$ cat src/hw/rtl/bmrh_pkg.sv
package bmrh_pkg;

  localparam int unsigned CNT_W       = 32;
  localparam int unsigned HIST_BINS   = 4096;
  localparam int unsigned BIN_W       = $clog2(HIST_BINS);
  localparam int unsigned QUEUE_DEPTH = 4;
  localparam int unsigned QPTR_W      = $clog2(QUEUE_DEPTH);
  localparam int unsigned QCNT_W      = $clog2(QUEUE_DEPTH + 1);

  localparam logic [CNT_W-1:0] CNT_MAX      = {CNT_W{1'b1}};
  localparam logic [CNT_W-1:0] HIST_BINS_CW = CNT_W'(HIST_BINS);

  typedef enum logic [0:0] {
    FUNC_COMPARE = 1'b0,
    FUNC_READ    = 1'b1
  } func_t;

  typedef enum logic [2:0] {
    BASE_A    = 3'd0,
    BASE_C    = 3'd1,
    BASE_G    = 3'd2,
    BASE_T    = 3'd3,
    BASE_NONE = 3'd4
  } base_t;

  // One classified word handed from the front end to the histogram engine.
  typedef struct packed {
    logic             is_read;
    logic             pair_matches;
    logic [CNT_W-1:0] match_mismatches;
    logic [CNT_W-1:0] total_bases;
    logic [CNT_W-1:0] total_mismatches;
    logic [BIN_W-1:0] bin_addr;
    logic             bin_inc;
    logic [1:0]       bin0_inc;
  } job_t;

  // Back-pressure seen by the front end.
  typedef struct packed {
    logic q_full;
    logic clearing;
  } hold_t;

  function automatic base_t base_code(input logic [7:0] letter);
    base_t code;
    unique case (letter) inside
      8'h41, 8'h61: code = BASE_A;
      8'h43, 8'h63: code = BASE_C;
      8'h47, 8'h67: code = BASE_G;
      8'h54, 8'h74: code = BASE_T;
      default:      code = BASE_NONE;
    endcase
    return code;
  endfunction

  function automatic logic [CNT_W-1:0] sat_inc(input logic [CNT_W-1:0] v);
    return (v == CNT_MAX) ? v : v + CNT_W'(1);
  endfunction

endpackage

$ cat src/hw/rtl/bmrh_front.sv
module bmrh_front
  import bmrh_pkg::*;
(
  input  logic             clk,
  input  logic             rst_n,
  input  logic             in_valid,
  output logic             in_stall,
  input  logic             in_func,
  input  logic [7:0]       in_letter_a,
  input  logic [7:0]       in_letter_b,
  input  logic             in_end_of_match,
  input  logic [BIN_W-1:0] in_bin_index,
  input  hold_t            hold,
  output logic             push,
  output job_t             push_job
);

  logic [CNT_W-1:0] run_length_r, base_total_r, mismatch_total_r, mismatch_in_match_r;
  logic [CNT_W-1:0] run_length_nxt, base_total_nxt, mismatch_total_nxt;
  logic [CNT_W-1:0] mismatch_in_match_nxt;
  logic [CNT_W-1:0] run_after, mim_after, add_len;
  base_t            code_a, code_b;
  logic             is_read, is_match, add_vld, in_range;

  assign in_stall = hold.q_full || hold.clearing;
  assign push     = in_valid && !in_stall;
  assign is_read  = (func_t'(in_func) == FUNC_READ);

  always_comb begin
    code_a    = base_code(in_letter_a);
    code_b    = base_code(in_letter_b);
    is_match  = (code_a != BASE_NONE) && (code_a == code_b);
    run_after = is_match ? sat_inc(run_length_r) : '0;
    mim_after = is_match ? mismatch_in_match_r : sat_inc(mismatch_in_match_r);
    // A mismatch closes the old run; a clean end of match closes the grown run.
    // A mismatch on the last pair also closes an empty run, which lands in bin 0.
    add_len   = is_match ? run_after : run_length_r;
    add_vld   = !is_match || in_end_of_match;
    in_range  = (add_len != '0) && (add_len < HIST_BINS_CW);

    base_total_nxt        = sat_inc(base_total_r);
    mismatch_total_nxt    = is_match ? mismatch_total_r : sat_inc(mismatch_total_r);
    run_length_nxt        = in_end_of_match ? '0 : run_after;
    mismatch_in_match_nxt = in_end_of_match ? '0 : mim_after;

    push_job = '0;
    if (is_read) begin
      push_job.is_read          = 1'b1;
      push_job.match_mismatches = mismatch_in_match_r;
      push_job.total_bases      = base_total_r;
      push_job.total_mismatches = mismatch_total_r;
      push_job.bin_addr         = in_bin_index;
    end else begin
      push_job.pair_matches     = is_match;
      push_job.match_mismatches = mim_after;
      push_job.total_bases      = base_total_nxt;
      push_job.total_mismatches = mismatch_total_nxt;
      push_job.bin_addr         = add_len[BIN_W-1:0];
      push_job.bin_inc          = add_vld && in_range;
      push_job.bin0_inc         = {1'b0, add_vld && !in_range}
                                + {1'b0, !is_match && in_end_of_match};
    end
  end

  always_ff @(posedge clk) begin
    if (!rst_n) begin
      run_length_r        <= '0;
      base_total_r        <= '0;
      mismatch_total_r    <= '0;
      mismatch_in_match_r <= '0;
    end else if (push && !is_read) begin
      run_length_r        <= run_length_nxt;
      base_total_r        <= base_total_nxt;
      mismatch_total_r    <= mismatch_total_nxt;
      mismatch_in_match_r <= mismatch_in_match_nxt;
    end
  end

  a_bin_zero_not_in_ram: assert property (@(posedge clk) disable iff (!rst_n)
    push && push_job.bin_inc |-> push_job.bin_addr != '0)
    else $error("front end sent bin 0 to the histogram RAM");

endmodule

$ cat config.mk
export PLATFORM = sky130hd
export DESIGN_NAME = bmrh_front
export DESIGN_NICKNAME = d
export VERILOG_FILES = /design/src/hw/rtl/bmrh_pkg.sv /design/src/hw/rtl/bmrh_front.sv
export SDC_FILE = /design/constraint.sdc
export NUM_CORES = 1
export LEC_CHECK = 0
export BUFFER_PORTS_ARGS = -buffer_cell sky130_fd_sc_hd__clkbuf_2
export CAP_MARGIN = 20
export CORE_UTILIZATION = 58
export DETAILED_ROUTE_END_ITERATION = 7
export GPL_ROUTABILITY_DRIVEN = 0
export GPL_TIMING_DRIVEN = 1
export PLACE_DENSITY = 0.81
export SLEW_MARGIN = 20
export SYNTH_ARGS = -nofsm -noshare
export SYNTH_HDL_FRONTEND = slang
export SYNTH_SLANG_ARGS = --single-unit
$ cat constraint.sdc
create_clock -name clk -period 4.7 [get_ports clk]
set_clock_uncertainty 0.05 [all_clocks]
set_input_delay 0.94 -clock clk [delete_from_list [all_inputs] [get_ports clk]]
set_output_delay 0.94 -clock clk [all_outputs]
set_load 0.03 [all_outputs]
-- After elaboration in Yosys (flattened, before gate mapping)
Index checks and enable logic that the tools add are counted.
- latch bits: 0
- memories: 0
- memory bits (read-only): 0
- flip-flop bits (word level): 128
- RAM bits: 0
- shift operators: 0
- muxes and demuxes: 16
- equality and inequality tests: 22
- add/subtract/negate cells: 5
- bitwise gates (word level): 0
- reduce and logical (&&, ||, !) cells: 22
- $mul: 0
- div/mod/pow operators: 0
- magnitude comparators: 1
- operator list (cell ; count):
    $mux W32 ; 10
    $add A32 B1 Y32 const B ; 4
    $eq A32 B32 Y1 const B ; 4
    $eq A8 B7 Y1 const B ; 16
    $mux W108 ; 1
    $lt A32 B13 Y1 const B ; 1
    $reduce_bool A32 Y1 ; 1
    $pmux W3 S4 ; 2
    $reduce_or A2 Y1 ; 8
    $logic_and A1 B1 Y1 ; 7
    $logic_not A1 Y1 ; 4
    $eq A3 B3 Y1 ; 1
    $mux W3 ; 1
    $ne A3 B3 Y1 const B ; 1
    $add A1 B1 Y2 ; 1
    $logic_or A1 B1 Y1 ; 2
    $mux W1 ; 2

-- Depth between registers and ports, before layout
- depth in word-level cells: 13
- gate-level depth with buffers: 12
- depth with buffers taken out: 11

-- Least setup slack after synthesis
Ideal clock, no wire load.
- path kind: input port to output port
- from: input in_letter_a[0]
- to: output push_job[1] (netlist name)
- buffers on the path: 1
- cell stages on the path: 11
- arrival time: 3.666 ns
- setup slack: 0.044 ns
- cell sequence: nand4bb_1 -> a22o_1 -> and2_0 -> buf_2 -> or4_1 -> mux2i_1 -> a211o_1 -> or4_1 -> a21oi_1 -> ha_1 -> nor2b_1
- RTL lines (item ; line ; source):
    start: declaration ; bmrh_front.sv:9 ; input logic [7:0] in_letter_a,
    end: declaration ; bmrh_front.sv:15 ; output job_t push_job

==> summary.txt <==
crit-path max FO = 4
ANT cells = 0
GRT overflow = 0
total power = 2.69 mW
number of H-tree levels = 4
Detailed Routing Iterations Pass 1 = 5
# hold bufs at CTS = 0
CTS Root Cell = clkbuf_16
crit path launch type = primary input
DP HPWL = 19,200 um
register area = 0.00256 mm^2
Die Y = 129 um
Yosys Warn Count = 0
most common flop cell mapped by yosys = dfxtp_1
met3 routed WL = 2100 um
CP Data Arrival Time = 3.81 ns
Top Ports = 150
GRT Total Usage = 0.331
worst vdd ir = 0.292 mV
CP required = 3.71 ns
clock latency on the worst-skew pair = 0.43 ns
met2 WL = 13,100 um
placed instance count = 1,656
worst slew pin tran = 0.983 ns
Vias/cell = 6.07
final worst slack = -0.0952 ns
Routed Antenna Nets = 0
final setup fails = 2
Max clock buf depth = 2
status = finished, violations left
initial antenna violation count = 0
critical path launch point = in_letter_a[0]
flops & latches, synth = 128
Post-Syn Area per Cell = 7.18 um^2
worst r2r src = base_total_r[3]$_SDFFE_PN0P_
die width = 129 um
violated checks = setup timing
first-pass GRT wire length = 44,500 um
min-delay worst type = reg -> reg
max-cap violations = 0
Pleak = 4.47 nW
# DRC = 0
Area Growth Syn to Fin = 21.0%
post-route cell area = 0.0114 mm^2
vias in the first global route = 9,154
Synth cell types = 79
number of synthesized flops with an enable pin = 0
count of final hold-check violations = 0
ys async rst share = 0
layout cells sized above 1 = 0.210
Multi-input gate area = 0.00659 mm^2
sequential area share after synthesis = 0.272
# fillers = 1,314
drt total wl = 27,600 um
Port Buf Inserts = 147
cts bufs inserted = 17
Die ar. = 0.0168 mm^2
CTS clock-pin slew for the worst setup and hold paths = 0.06 ns
drt wl/cell = 16.3 um
Synth Cell Area = 0.00942 mm^2
Rel. slew slack = 0.344
Post-Route M1 WL = 11,400 um
drt initial violations = 1,053
largest net degree at the start of global routing = 93
initial core utilization = 0.593
row cnt = 46
Final Instance Count excl. Fillers = 1,690
max frequency = 209 MHz
Pins Over Slew Limit = 0
clock sink count = 128
Vias = 10,255
fin crit share = 1.02
Synth Instances = 1,311
RSZ-0062 raised after global routing = true
CTS tree = built
min-delay src = mismatch_in_match_r[20]$_SDFFE_PN0P_
pwr/cell area = 236 mW/mm^2
highest metal used = met4
final worst path period need = 4.80 ns
Nets = 1,501
final core utilization = 0.717
Net Count, Synth = 1,351
Core Area = 0.0159 mm^2
post-place instance area = 0.0106 mm^2
Worst setup EP type = primary output
CP Class = in -> out
==> routing by layer <==
| layer | track usage | up-vias |
|---|---|---|
| met4 | 0.158 | 0 |
| met2 | 0.543 | 515 |
| met1 | 0.419 | 4761 |
| met3 | 0.0615 | 93 |
| met5 | 0 | - |
| li1 | - | 4886 |
==> repair_timing <==
item | in CTS | in global routing
setup buffers | 1 | 1
setup endpoints to repair | 2 | 9
resized for setup | 20 | 15
hold endpoints to repair | 0 | 0
pin swaps | 6 | 6
==> cells in the mapped netlist, types with 6 or more instances <==
cell type | number | area share
dfxtp_1 | 128 | 0.27
o21ai_0 | 62 | 0.033
or4_1 | 12 | 0.0096
nand3_1 | 61 | 0.032
nand4_1 | 41 | 0.027
nor2_1 | 190 | 0.076
xor2_1 | 83 | 0.077
a21o_1 | 6 | 0.0048
and2_1 | 15 | 0.010
nor2b_1 | 9 | 0.0060
nor4_1 | 21 | 0.014
and3_1 | 26 | 0.017
xnor2_1 | 90 | 0.084
or2_2 | 8 | 0.0053
o21a_1 | 13 | 0.010
or3_1 | 34 | 0.023
nand2_1 | 164 | 0.065
nor3_1 | 60 | 0.032
a31oi_1 | 7 | 0.0046
and4_1 | 10 | 0.0093
buf_2 | 23 | 0.012
a21oi_1 | 74 | 0.039
nand2b_1 | 9 | 0.0060
inv_1 | 12 | 0.0048
clkbuf_1 | 54 | 0.022
==> path summary, 6_finish.rpt <==
| path | endpoint | slack [ns] | depth (start not counted) |
|---|---|---|---|
| max reg2reg | base_total_r[23]$_SDFFE_PN0P_ | 1.66 | 8 |
| max | push_job[0] | -0.1 | 13 |
| min reg2reg | mismatch_in_match_r[20]$_SDFFE_PN0P_ | 0.45 | 2 |
| min | mismatch_in_match_r[20]$_SDFFE_PN0P_ | 0.45 | 2 |
==> critical path: stages <==
cell,delay [ns]
clkbuf_2,0.11
buf_4,0.11
nand4b_1,0.19
a22oi_2,0.28
nor2_2,0.06
or4_4,0.54
mux2i_1,0.14
a211o_1,0.25
or4_4,0.45
a21oi_4,0.20
ha_4,0.22
nor2b_1,0.13
buf_4,0.19
==> state kept, by name, summed over array words and instances, names as in the netlist <==
register and count:
base_total_r 32, mismatch_in_match_r 32, mismatch_total_r 32, run_length_r 32
==> final cells by class <==
| cell class | instances | share of cell area |
|---|---|---|
| Multi-Input combinational cell | 1086 | 0.579 |
| Sequential cell | 128 | 0.225 |
| Timing Repair Buffer | 216 | 0.112 |
| Clock buffer | 18 | 0.0385 |
| Tap cell | 216 | 0.0237 |
| Clock inverter | 14 | 0.0179 |
| Inverter | 12 | 0.00406 |
==> placed cells by master (no fill, tap or decap), types with 8 or more instances in the layout <==
master,Yosys,layout
a21oi_1,74,73
and2_1,15,15
and3_1,26,26
and4_1,10,10
buf_4,2,70
clkbuf_16,0,17
clkbuf_2,1,143
dfxtp_1,128,127
inv_1,12,11
nand2_1,164,164
nand3_1,61,60
nand4_1,41,41
nor2_1,190,188
nor3_1,60,59
nor4_1,21,18
o21a_1,13,13
o21ai_0,62,62
or2_2,8,8
or3_1,34,34
or4_1,12,10
xnor2_1,90,90
xor2_1,83,83
==> report_power, final <==
group | switching [mW] | internal, mW
registers | 0.00149 | 1.09
logic | 0.104 | 0.0478
clock network | 0.540 | 0.912
total | 0.646 | 2.05
==> cell families (layout without fill, tap and decap cells) <==
group / after synthesis / after routing / share of synthesized area
adder cells (fa/ha/maj): 5 / 5 / 0.00664
AO/OA/AOI/OAI: 201 / 201 / 0.129
multiplexers: 6 / 6 / 0.00651
flip-flops: 128 / 128 / 0.272
buffers and inverters: 97 / 260 / 0.0466
XOR/XNOR: 173 / 173 / 0.161
AND/OR/NAND/NOR: 701 / 701 / 0.378
==> stage by stage <==
stage	setup TNS, ns	hold slack, ns	worst slack, ns
floorplan	0	0.400	0.0435
global placement	-0.265	0.405	-0.165
detailed placement	-0.373	0.437	-0.221
CTS	-0.0845	0.445	-0.0845
global route	-0.257	0.471	-0.176
finish	-0.0956	0.447	-0.0952
No activity file was read; power rests on OpenSTA's default activity.
