File: config.mk
export PLATFORM = sky130hd
export DESIGN_NAME = bmrh_queue
export DESIGN_NICKNAME = d
export VERILOG_FILES = /design/src/hw/rtl/bmrh_pkg.sv /design/src/hw/rtl/bmrh_queue.sv
export SDC_FILE = /design/constraint.sdc
export NUM_CORES = 1
export LEC_CHECK = 0
export BUFFER_PORTS_ARGS = -buffer_cell sky130_fd_sc_hd__buf_2
export CAP_MARGIN = 25
export CORE_MARGIN = 4
export CORE_UTILIZATION = 57
export CTS_CLUSTER_DIAMETER = 200
export DETAILED_ROUTE_END_ITERATION = 10
export HOLD_SLACK_MARGIN = 0.06
export PLACE_DENSITY = 0.79
export SLEW_MARGIN = 25
export SYNTH_ARGS = -nofsm -noshare
export SYNTH_HDL_FRONTEND = slang
export SYNTH_SLANG_ARGS = --single-unit
File: constraint.sdc
create_clock -name clk -period 4.5 [get_ports clk]
set_clock_uncertainty 0.2 [all_clocks]
set_input_delay 0.225 -clock clk [delete_from_list [all_inputs] [get_ports clk]]
set_output_delay 0.225 -clock clk [all_outputs]
set_load 0.02 [all_outputs]
File: src/hw/rtl/bmrh_pkg.sv
package bmrh_pkg;

  localparam int unsigned CNT_W       = 32;
  localparam int unsigned HIST_BINS   = 4096;
  localparam int unsigned BIN_W       = $clog2(HIST_BINS);
  localparam int unsigned QUEUE_DEPTH = 4;
  localparam int unsigned QPTR_W      = $clog2(QUEUE_DEPTH);
  localparam int unsigned QCNT_W      = $clog2(QUEUE_DEPTH + 1);

  localparam logic [CNT_W-1:0] CNT_MAX      = {CNT_W{1'b1}};
  localparam logic [CNT_W-1:0] HIST_BINS_CW = CNT_W'(HIST_BINS);

  typedef enum logic [0:0] {
    FUNC_COMPARE = 1'b0,
    FUNC_READ    = 1'b1
  } func_t;

  typedef enum logic [2:0] {
    BASE_A    = 3'd0,
    BASE_C    = 3'd1,
    BASE_G    = 3'd2,
    BASE_T    = 3'd3,
    BASE_NONE = 3'd4
  } base_t;

  // One classified word handed from the front end to the histogram engine.
  typedef struct packed {
    logic             is_read;
    logic             pair_matches;
    logic [CNT_W-1:0] match_mismatches;
    logic [CNT_W-1:0] total_bases;
    logic [CNT_W-1:0] total_mismatches;
    logic [BIN_W-1:0] bin_addr;
    logic             bin_inc;
    logic [1:0]       bin0_inc;
  } job_t;

  // Back-pressure seen by the front end.
  typedef struct packed {
    logic q_full;
    logic clearing;
  } hold_t;

  function automatic base_t base_code(input logic [7:0] letter);
    base_t code;
    unique case (letter) inside
      8'h41, 8'h61: code = BASE_A;
      8'h43, 8'h63: code = BASE_C;
      8'h47, 8'h67: code = BASE_G;
      8'h54, 8'h74: code = BASE_T;
      default:      code = BASE_NONE;
    endcase
    return code;
  endfunction

  function automatic logic [CNT_W-1:0] sat_inc(input logic [CNT_W-1:0] v);
    return (v == CNT_MAX) ? v : v + CNT_W'(1);
  endfunction

endpackage

File: src/hw/rtl/bmrh_queue.sv
module bmrh_queue
  import bmrh_pkg::*;
(
  input  logic clk,
  input  logic rst_n,
  input  logic push,
  input  job_t push_job,
  input  logic pop,
  output logic head_vld,
  output job_t head_job,
  output logic full
);

  job_t              slot_r [QUEUE_DEPTH];
  logic [QPTR_W-1:0] wr_ptr_r, rd_ptr_r;
  logic [QCNT_W-1:0] count_r;

  assign head_vld = (count_r != '0);
  assign full     = (count_r == QCNT_W'(QUEUE_DEPTH));
  assign head_job = slot_r[rd_ptr_r];

  always_ff @(posedge clk) begin
    if (push) begin
      slot_r[wr_ptr_r] <= push_job;
    end
  end

  always_ff @(posedge clk) begin
    if (!rst_n) begin
      wr_ptr_r <= '0;
      rd_ptr_r <= '0;
      count_r  <= '0;
    end else begin
      if (push) begin
        wr_ptr_r <= wr_ptr_r + QPTR_W'(1);
      end
      if (pop) begin
        rd_ptr_r <= rd_ptr_r + QPTR_W'(1);
      end
      if (push && !pop) begin
        count_r <= count_r + QCNT_W'(1);
      end else if (pop && !push) begin
        count_r <= count_r - QCNT_W'(1);
      end
    end
  end

  a_no_push_full: assert property (@(posedge clk) disable iff (!rst_n)
    push |-> !full)
    else $error("word written into a full queue");

  a_no_pop_empty: assert property (@(posedge clk) disable iff (!rst_n)
    pop |-> head_vld)
    else $error("word taken from an empty queue");

endmodule

After elaboration in Yosys (flattened, before gate mapping)
Memories as Yosys holds them, arrays and structs flattened. A register that Yosys moved wholly into a read port is not among the register bits.
Cells that the tools add are included.

cells by class
  $add $sub $neg = 4
  eq/ne operators = 1
  mux-type cells = 6
  reduce and logical (&&, ||, !) cells = 6

operator list
  cell                                                                 count
  3-bit 2-to-1 mux                                                     2
  2-bit by 1-bit adder with 2-bit output (second input constant)       2
  2-bit 2-to-1 mux                                                     2
  3-bit by 1-bit adder with 3-bit output (second input constant)       1
  3-bit equality test (second input constant)                          1
  3-bit nonzero test                                                   1
  3-bit by 1-bit subtractor with 3-bit output (second input constant)  1
  1-bit logical AND                                                    2
  1-bit zero test                                                      2
  1-bit 2-to-1 mux                                                     2
  2-bit nonzero test                                                   1

storage, ports and cells
  flip-flop bits (word level) = 7
  RAM bits = 452
  output and inout bits = 115
  word-level logic and storage cells = 21
  memories kept = 1

memories
  name    depth  width  read ports  clocked after Yosys merged registers in  wr ports  line              text
  slot_r  4      113    1           1                                        1         bmrh_queue.sv:14  job_t slot_r [QUEUE_DEPTH];

Depth between registers and ports, before layout
Gate-level depths: netlist of the first run.

  depth in word-level cells = 4
  depth in mapped cells = 7
  depth with buffers taken out = 7

Worst setup path after synthesis of the first run
Ideal clock, no wire load.

  kind = register to register
  start point = register wr_ptr_r[0]
  end point = memory slot_r[0][0] (netlist name) (enable)
  setup time = 485 ps
  arrival time = 3143 ps
  data required time = 3815 ps
  slack = 672 ps
  stages on the path, launching flop included = 4
  path buffers = 0
  cells stage by stage = dfxtp_1 > inv_1 > ha_1 > and2_1

RTL lines
  what                    line              text
  from (decl)             bmrh_queue.sv:15  logic [QPTR_W-1:0] wr_ptr_r, rd_ptr_r;
  from (signal assigned)  bmrh_queue.sv:35  wr_ptr_r <= wr_ptr_r + QPTR_W'(1);
  to (decl)               bmrh_queue.sv:14

Straight into the memory's write port.

==> summary.txt, run 1 <==
Power and ir drop
  – LEAKAGE: 7.18 nW
  – Sw Ratio: 22.5%
  – Sw power: 2.20 mW
  – Clock power share: 37.7%
  – PwrDens: 466 nW/um^2
  – Comb power frac: 11.1%
  – Maximum vdd drop: 0.000355 V
  – Internal: 7.60 mW
  – Reg power frac: 51.3%

Logic synthesis
  – Yosys Warn Count: 0
  – Syn Nets: 757
  – Register area share after synthesis: 82.0%
  – Syn Area/Cell: 26.5 sq um
  – Mapped Cells: 634
  – Yosys cell types: 21
  – Synthesized flop and latch total: 461
  – Post-Syn Area: 16800 sq um

GRT
  – Gr usage total: 21.4%
  – Grt total ovfl: 0
  – Initial antenna violation count: 0
  – Pin count of the biggest net entering global routing: 69
  – Global-route wire length before repair: 53800 microns
  – Number of global-route vias before repair: 8906

Timing
  – Hold Fails Final Rpt: 0
  – Max Freq: 327 MHz
  – Final setup viols: 0
  – Max_slew headroom: 37.1%
  – Worst-Margin Slew: 944 ps
  – Min cycle time layout: 3050 ps
  – Count of pins over their slew limit: 0
  – Part of the cycle the worst path needs: 67.9%
  – RSZ-0062 raised after global routing: no
  – Setup_tns: 0 ps

Clocking
  – H-tree Lvls: 2
  – CTS tree: yes
  – Clock Sinks: 461
  – Worst-case clock buffer depth: 3
  – Post-cts resize count: 0
  – TritonCTS buffer count: 44
  – Clock transition at the registers of the reported paths: 60 ps
  – Clk_lat worst skew: 520 ps
  – Root Buffer: clkbuf_16

Placed design
  – Gpl congestion: 0.693
  – IO Port Bufs: 231
  – DP Area: 18400 sq um
  – Hpwl dp: 18400 microns

Critical path
  – CP Capture Type: primary output
  – Worst Path Max Fanout: 41
  – Type of origin of the critical path: flop
  – CP Data Required Time: 4070 ps
  – WS Path Type: reg -> out
  – WP data arrival: 2630 ps

Hold path
  – Hold Crit Class: in -> reg

Cells and area
  – Fraction of final layout cells sized beyond drive strength 1: 40.5%
  – Fill count: 1645
  – Layout overhead on the synthesized area: 25.4%
  – Post-layout nets: 1137
  – Antenna cell count: 0
  – Design area: 21000 sq um

Job
  – Max Cap Viol: 0

Drt
  – Antenna Nets Post-Route: 0
  – Post-Route WL: 34400 microns
  – Vias: 8222
  – First drt pass iteration count: 5
  – Residual DRC: 0
  – Iter 0 DRT Violations: 664
  – Vias per Instance: 5.74
  – DR WL/cell: 24.0 microns

Floorplan
  – Starting Density: 58.1%
  – Die ar.: 32200 sq um
  – Height of the chip: 180 microns
  – # IOs: 232
  – Core ar.: 28900 sq um
  – Placement Rows: 62
  – Die width: 180 microns

Status
  – Status: completed
-- cell families after synthesis --
| kind of cell | count (synthesis) | synth area share (%) |
|---|---|---|
| buffers and inverters | 30 | 1.36 |
| adders and majority gates | 6 | 0.492 |
| AOI/OAI and AO/OA | 2 | 0.0746 |
| xor gates and xnor gates | 5 | 0.261 |
| muxes | 115 | 15.3 |
| DFF | 461 | 82.0 |
| and+or+nand+nor | 15 | 0.552 |
-- path summary, 6_finish.rpt --
check,end,slack [ps],cells past startpoint,startpoint
max,head_job[77],1450,3,flop
min,slot_r[2][96]$_DFFE_PP_,240,2,push_job[96]
max reg2reg,slot_r[1][30]$_DFFE_PP_,2220,4,wr_ptr_r[1]$_SDFFE_PN0P_
min reg2reg,count_r[2]$_SDFFE_PN0P_,340,2,count_r[2]$_SDFFE_PN0P_
-- timing repair --
action,in CTS,in global routing
endpoints found under the hold margin,461,0
hold buffers,117,0
buffers inserted,0,0
-- flip-flops by register name, indices dropped and copies added (netlist names), named ones only --
name and count:
slot_r 452, count_r 3, rd_ptr_r 2, wr_ptr_r 2
-- cell usage after synthesis (all sizes together) --
cell type | number | area share [%]
nor2b | 2 | 0.075
clkbuf | 4 | 0.089
xnor2 | 2 | 0.10
fa | 1 | 0.12
a21boi | 1 | 0.045
edfxtp | 452 | 81
buf | 22 | 1.2
o21ai | 1 | 0.030
inv | 4 | 0.089
or3 | 2 | 0.075
ha | 5 | 0.37
and2 | 9 | 0.34
dfxtp | 9 | 1.1
mux4 | 113 | 15
xor2 | 3 | 0.16
mux2i | 2 | 0.12
nand2 | 1 | 0.022
nor3b | 1 | 0.045
-- routing by layer --
| metal | global-route usage [%] | vias up | part of all wire, % |
|---|---|---|---|
| met5 | 0 | - | 0 |
| met4 | 6.77 | 0 | 3.0 |
| met3 | 4.45 | 72 | 6.6 |
| met2 | 35.2 | 369 | 51 |
| met1 | 29.7 | 4292 | 40 |
| li1 | - | 3489 | - |
-- power by group through the flow --
stage	combinational [mW]	sequential, mW	clock [mW]
after CTS	1.09	5.03	3.75
after global placement	0.981	5.10	0
after global routing	1.16	5.04	3.97
after floorplan	0.677	5.08	0
final	1.08	5.03	3.69
after detailed placement	0.999	5.11	0
-- worst max-delay path, stage by stage, from the launching register on --
cell     delay [ps]
dfxtp_4         890
buf_4           400
mux4_2          580
buf_2           180
-- final cells by class --
cell class              count  area (sq um)  share of cell area (%)
flip-flops and latches    461         13800                    65.4
multi-input cells         143          2810                    13.3
inverters                   4          15.0                  0.0713
clock buffers              55          1160                    5.53
clock inverters            26           287                    1.36
well taps                 384           480                    2.28
repair buffers            360          2530                    12.0
-- placed cells by master (no fill, tap or decap), types with 3 or more instances in the layout --
master	Yosys	final
clkbuf_16	0	45
buf_4	1	4
edfxtp_1	452	452
buf_2	12	231
dfxtp_1	9	7
clkbuf_1	4	10
ha_1	5	5
clkinv_2	0	7
buf_12	0	6
inv_1	4	4
mux4_2	113	113
bufinv_16	0	6
xor2_1	3	3
dlygate4sd3_1	0	117
and2_1	9	5
clkinv_1	0	8
and2_4	0	4
-- stage by stage --
stage | utilization [%] | std cells | setup WS [ps] | total power [mW] | hold WS, ps
after floorplan | - | 634 | 672 | 5.75 | 124
after global placement | 63.7 | 1233 | 1940 | 6.08 | 237
after detailed placement | 63.7 | 1233 | 1930 | 6.11 | 241
after CTS | 72.7 | 1431 | 1350 | 9.87 | 219
after global routing | 72.9 | 1433 | 1210 | 10.2 | 227
final | 72.9 | 1433 | 1450 | 9.80 | 245
Note: power is estimated with default switching activity, not from simulation.
==> run 2, diff against run 1 <==
Settings changed: ABC_AREA set to 1.
Clock period 4.5 ns to 3 ns, I/O delays scaled along.
==> summary.txt, run 2 <==
Drt
  – Post-Route WL: 39900 microns
  – Antenna Nets Post-Route: 0
  – Iter 0 DRT Violations: 1057
  – DR WL/cell: 20.8 microns
  – First drt pass iteration count: 6
  – Vias per Instance: 5.75
  – Vias: 11000
  – Residual DRC: 0

Logic synthesis
  – Syn Area/Cell: 14.9 sq um
  – Yosys cell types: 21
  – Register area share after synthesis: 80.2%
  – Post-synth top area cell: edfxtp_1
  – EDFF count, synth: 452
  – Yosys Warn Count: 0
  – Mapped Cells: 1151
  – Main synth FF type: edfxtp_1
  – Post-Syn Area: 17200 sq um
  – Synthesized flop and latch total: 461
  – Async SR Flop Fraction: 0%
  – Count leader, synth: edfxtp_1
  – Top post-synthesis cells by area: edfxtp_1 79%, o21ai_0 5.9%, nor2_1 5.1%, o22ai_1 4.1%, dfxtp_1 1.1%
  – Top-area cell type share of the netlist area: 79.1%
  – Syn Nets: 1274
  – Commonest cells post-synth: 452 x edfxtp_1, 232 x nor2_1, 202 x o21ai_0, 113 x o22ai_1, 37 x clkbuf_1

Timing
  – Hold Fails Final Rpt: 0
  – Part of the cycle the worst path needs: 88.2%
  – Max_slew headroom: 53.1%
  – Max Freq: 378 MHz
  – Min cycle time layout: 2650 ps
  – Setup WS post-layout: 354 ps
  – Setup_tns: 0 ps
  – Worst-Margin Slew: 703 ps
  – Count of pins over their slew limit: 0
  – RSZ-0062 raised after global routing: no
  – Final setup viols: 0

Power and ir drop
  – LEAKAGE: 7.52 nW
  – Maximum vdd drop: 0.000779 V
  – PwrDens: 688 nW/um^2

Critical path
  – WP data arrival: 2300 ps
  – Type of origin of the critical path: flop
  – Crit path largest cell delay: 380 ps
  – Flop2flop setup slack: 530 ps
  – CP Capture Type: primary output
  – WS Path Type: reg -> out
  – Worst-path cell chain: inv_6 > buf_12 > o21ai_0 > o22ai_1 > buf_2
  – Worst path slowest cell: dfxtp_4
  – CP Data Required Time: 2650 ps
  – Worst Path Max Fanout: 72

Floorplan
  – Starting Density: 57.9%
  – Core ar.: 29600 sq um
  – Height of the chip: 181 microns
  – Die ar.: 32900 sq um
  – # IOs: 232
  – Die width: 181 microns
  – Placement Rows: 63

Placed design
  – DP Area: 18700 sq um
  – IO Port Bufs: 231
  – Dpl ws: 941 ps
  – Hpwl dp: 20900 microns
  – DP Cell Count: 1719
  – Gpl congestion: 0.768

GRT
  – Global-route wire length before repair: 60800 microns
  – Gr usage total: 23.3%
  – Grt total ovfl: 0
  – Pin count of the biggest net entering global routing: 130
  – Number of global-route vias before repair: 11200
  – Initial antenna violation count: 3

Cells and area
  – Post-layout nets: 1618
  – Design area: 21300 sq um
  – Reg with most FFs: slot_r
  – Most common cell after layout, fill and taps aside: edfxtp_1
  – Fraction of final layout cells sized beyond drive strength 1: 21.1%
  – Max reg flops: 452
  – Most frequent cells in the layout: 452 x edfxtp_1, 232 x nor2_1, 231 x buf_2
  – Layout overhead on the synthesized area: 24.4%
  – Leading registers by flop count: slot_r: 452 flops, count_r: 3 flops
  – Layout Cells excl Fill: 1920

Clocking
  – TritonCTS buffer count: 45
  – Post-cts resize count: 0
  – Setup Buffers After CTS: 0
  – Root Buffer: clkbuf_16
  – Clock transition at the registers of the reported paths: 70 ps
  – Worst-case clock buffer depth: 3
  – CTS tree: yes
  – H-tree Lvls: 2
  – Clk_lat worst skew: 540 ps
  – Clock Sinks: 461

Hold path
  – Hold Crit Class: in -> reg

Job
  – Max Cap Viol: 0

Status
  – Status: completed
run 2: cell count changes after synthesis, moves of 11 or more:
cell	before	now
nor2_1	0	232
o21ai_0	1	202
mux4_2	113	0
o22ai_1	0	113
clkbuf_1	4	37
o21ai_1	0	30
buf_6	1	16
inv_1	4	15
run 2: worst paths after layout:
| kind | from | to | cells past startpoint |
|---|---|---|---|
| min | push_job[0] | slot_r[3][0]$_DFFE_PP_ | 2 |
| max reg2reg | count_r[1]$_SDFFE_PN0P_ | count_r[1]$_SDFFE_PN0P_ | 5 |
| max | flop | head_job[22] | 5 |
| min reg2reg | rd_ptr_r[1]$_SDFFE_PN0P_ | flop | 1 |
run 2: timing repair:
action	CTS	global route
hold endpoints to repair	461	0
hold buffers	119	0
endpoints found under the setup margin	0	0
run 2: layer usage:
| metal | vias to the layer above | wire (microns) | track usage [%] |
|---|---|---|---|
| met2 | 506 | 20300 | 39.3 |
| met1 | 5404 | 15200 | 30.4 |
| li1 | 5035 | - | - |
| met5 | - | 7 | 1.19 |
| met4 | 2 | 961 | 6.42 |
| met3 | 86 | 3390 | 5.79 |
run 2: report_power, final:
group | internal, mW | total (mW) | leakage (nW) | switching, mW
clock network | 3.37 | 5.66 | 0.719 | 2.29
registers | 7.36 | 7.43 | 4.23 | 0.0707
logic | 0.522 | 1.60 | 2.58 | 1.07
total | 11.3 | 14.7 | 7.52 | 3.43
run 2: stage by stage:
step           util [%]  hold WS (ps)  power [mW]
2_1_floorplan         -          48.9        8.44
3_3_place_gp       63.0           163        8.96
3_5_place_dp       63.0           165        9.01
4_1_cts            72.0           139        14.7
5_1_grt            72.0           167        15.2
6_report           72.0           170        14.7
run 2: logic make-up after synthesis:
kind of cell               share of synthesized area (%)
buffers and inverters                               2.96
AOI/OAI and AO/OA                                   11.0
and+or+nand+nor                                     5.39
adders and majority gates                          0.481
DFF                                                 80.2
run 2: cell type report:
cell class	count	area (sq um)
Timing Repair Buffer	370	2640
Antenna cell	2	5.00
Tap cell	390	488
Sequential cell	461	13800
Clock inverter	24	269
Inverter	17	85.1
Fill cell	1837	8290
Clock buffer	56	1210
Multi-Input combinational cell	600	2900
run 2: worst max-delay path: cells and delay by family (launching register included):
kind	cells	cell delay, ps
buffers and inverters	3	880
AO/OA/AOI/OAI	2	440
flip-flops	1	380
==> run 3, diff against run 2 <==
Settings changed: ABC_AREA 1 to 0, CORE_MARGIN 4 to 2, CORE_UTILIZATION 57 to 59, CTS_BUF_LIST set to sky130_fd_sc_hd__clkbuf_4 sky130_fd_sc_hd__clkbuf_8, PLACE_DENSITY 0.79 to 0.82.
==> summary.txt, run 3 (synthesis results as in run 1) <==
Floorplan
  – Core ar.: 27900 sq um
  – Placement Rows: 61
  – # IOs: 232
  – Height of the chip: 173 microns
  – Die width: 173 microns
  – Die ar.: 29800 sq um
  – Starting Density: 60.2%

Timing
  – Hold Fails Final Rpt: 0
  – Max_slew headroom: 55.8%
  – Final setup viols: 0
  – Setup_tns: 0 ps
  – Min cycle time layout: 2650 ps
  – RSZ-0062 raised after global routing: no
  – Part of the cycle the worst path needs: 88.5%
  – Count of pins over their slew limit: 0
  – Worst-Margin Slew: 663 ps
  – Max Freq: 377 MHz

Job
  – Max Cap Viol: 0

GRT
  – Number of global-route vias before repair: 8854
  – Global-route wire length before repair: 51000 microns
  – Grt total ovfl: 0
  – Gr usage total: 22.8%
  – Pin count of the biggest net entering global routing: 70
  – Initial antenna violation count: 3

Drt
  – DR WL/cell: 22.7 microns
  – Iter 0 DRT Violations: 690
  – Vias: 8231
  – Vias per Instance: 5.58
  – Post-Route WL: 33400 microns
  – Residual DRC: 0
  – First drt pass iteration count: 8
  – Antenna Nets Post-Route: 0

Power and ir drop
  – PwrDens: 669 nW/um^2
  – LEAKAGE: 7.18 nW
  – Maximum vdd drop: 0.000611 V

Cells and area
  – Layout Cells excl Fill: 1476
  – Fraction of final layout cells sized beyond drive strength 1: 42.9%
  – Max reg flops: 452
  – Design area: 20900 sq um
  – Post-layout nets: 1165
  – Most common cell after layout, fill and taps aside: edfxtp_1
  – Layout overhead on the synthesized area: 24.8%
  – Most frequent cells in the layout: 452 x edfxtp_1, 231 x buf_2, 117 x dlygate4sd3_1
  – Reg with most FFs: slot_r
  – Leading registers by flop count: slot_r: 452 flops, count_r: 3 flops
  – Fill count: 1489

Clocking
  – Setup Buffers After CTS: 0
  – Clock Sinks: 461
  – TritonCTS buffer count: 70
  – H-tree Lvls: 3
  – CTS tree: yes
  – Clk_lat worst skew: 560 ps
  – Worst-case clock buffer depth: 3
  – Clock transition at the registers of the reported paths: 70 ps
  – Root Buffer: clkbuf_8

Critical path
  – Worst-path cell chain: buf_12 > mux4_2 > buf_2
  – Type of origin of the critical path: flop
  – CP Capture Type: primary output
  – Worst path slowest cell: mux4_2
  – WS Path Type: reg -> out
  – Worst Path Max Fanout: 51
  – WP data arrival: 2300 ps
  – CP Data Required Time: 2650 ps
  – Crit path largest cell delay: 610 ps

Placed design
  – DP Area: 18400 sq um
  – Hpwl dp: 18200 microns
  – DP Cell Count: 1231
  – IO Port Bufs: 231
  – Gpl congestion: 0.721

Hold path
  – Hold Crit Class: in -> reg

Status
  – Status: completed
-- run 3: changes by cell type in the layout (fill, tap and decap cells not counted), moves of 30 or more --
cell / delta
o22ai_1: -113
clkbuf_8: +74
mux4_2: +113
clkbuf_16: -47
nor2_1: -232
o21ai_0: -201
o21ai_1: -30
-- run 3: stage by stage --
stage	worst slack (ps)	util (%)	hold WS, ps	power (mW)
detailed placement	893	66.2	167	9.17
global placement	915	66.2	161	9.12
global route	197	75.2	102	14.5
CTS	298	75.1	97.3	14.1
floorplan	426	-	48.9	8.61
finish	346	75.2	127	14.0
-- run 3: worst max-delay path, delay by kind of cell (launching register included) --
kind	cells	cell delay (ps)
buf+inv	2	570
flops	1	500
mux	1	610
-- run 3: metal layers --
layer | part of all wire, % | GRT usage, %
met1 | 39 | 29.5
met2 | 52 | 38.1
met5 | 0 | 0
met3 | 6.7 | 5.96
met4 | 2.4 | 7.76
-- run 3: area by class of cell --
type | count | area (sq um) | area share [%]
Antenna cell | 3 | 7.51 | 0.0358
Clock buffer | 98 | 1200 | 5.72
Clock inverter | 27 | 123 | 0.586
Inverter | 4 | 15.0 | 0.0717
Multi-Input combinational cell | 143 | 2810 | 13.4
Sequential cell | 461 | 13800 | 65.7
Tap cell | 378 | 473 | 2.26
Timing Repair Buffer | 362 | 2560 | 12.2
-- run 3: repair_timing --
| item | 4_1_cts | 5_1_grt |
|---|---|---|
| setup endpoints to repair | 0 | 0 |
| hold buffers | 117 | 0 |
| hold endpoints to repair | 481 | 0 |
| resized for setup | 0 | 0 |
-- run 3: worst paths after layout --
check,to,slack [ps],cells after the start,startpoint
max,head_job[108],350,3,flop
max reg2reg,slot_r[3][69]$_DFFE_PP_,1000,3,wr_ptr_r[0]$_SDFFE_PN0P_
min reg2reg,count_r[2]$_SDFFE_PN0P_,360,2,count_r[2]$_SDFFE_PN0P_
min,slot_r[0][44]$_DFFE_PP_,130,2,push_job[44]
-- run 3: where the power goes --
part           internal, mW  total, mW  switching [mW]
sequential             7.40       7.49          0.0914
combinational         0.725       1.67           0.943
clock                  2.58       4.86            2.28
total                  10.7       14.0            3.31
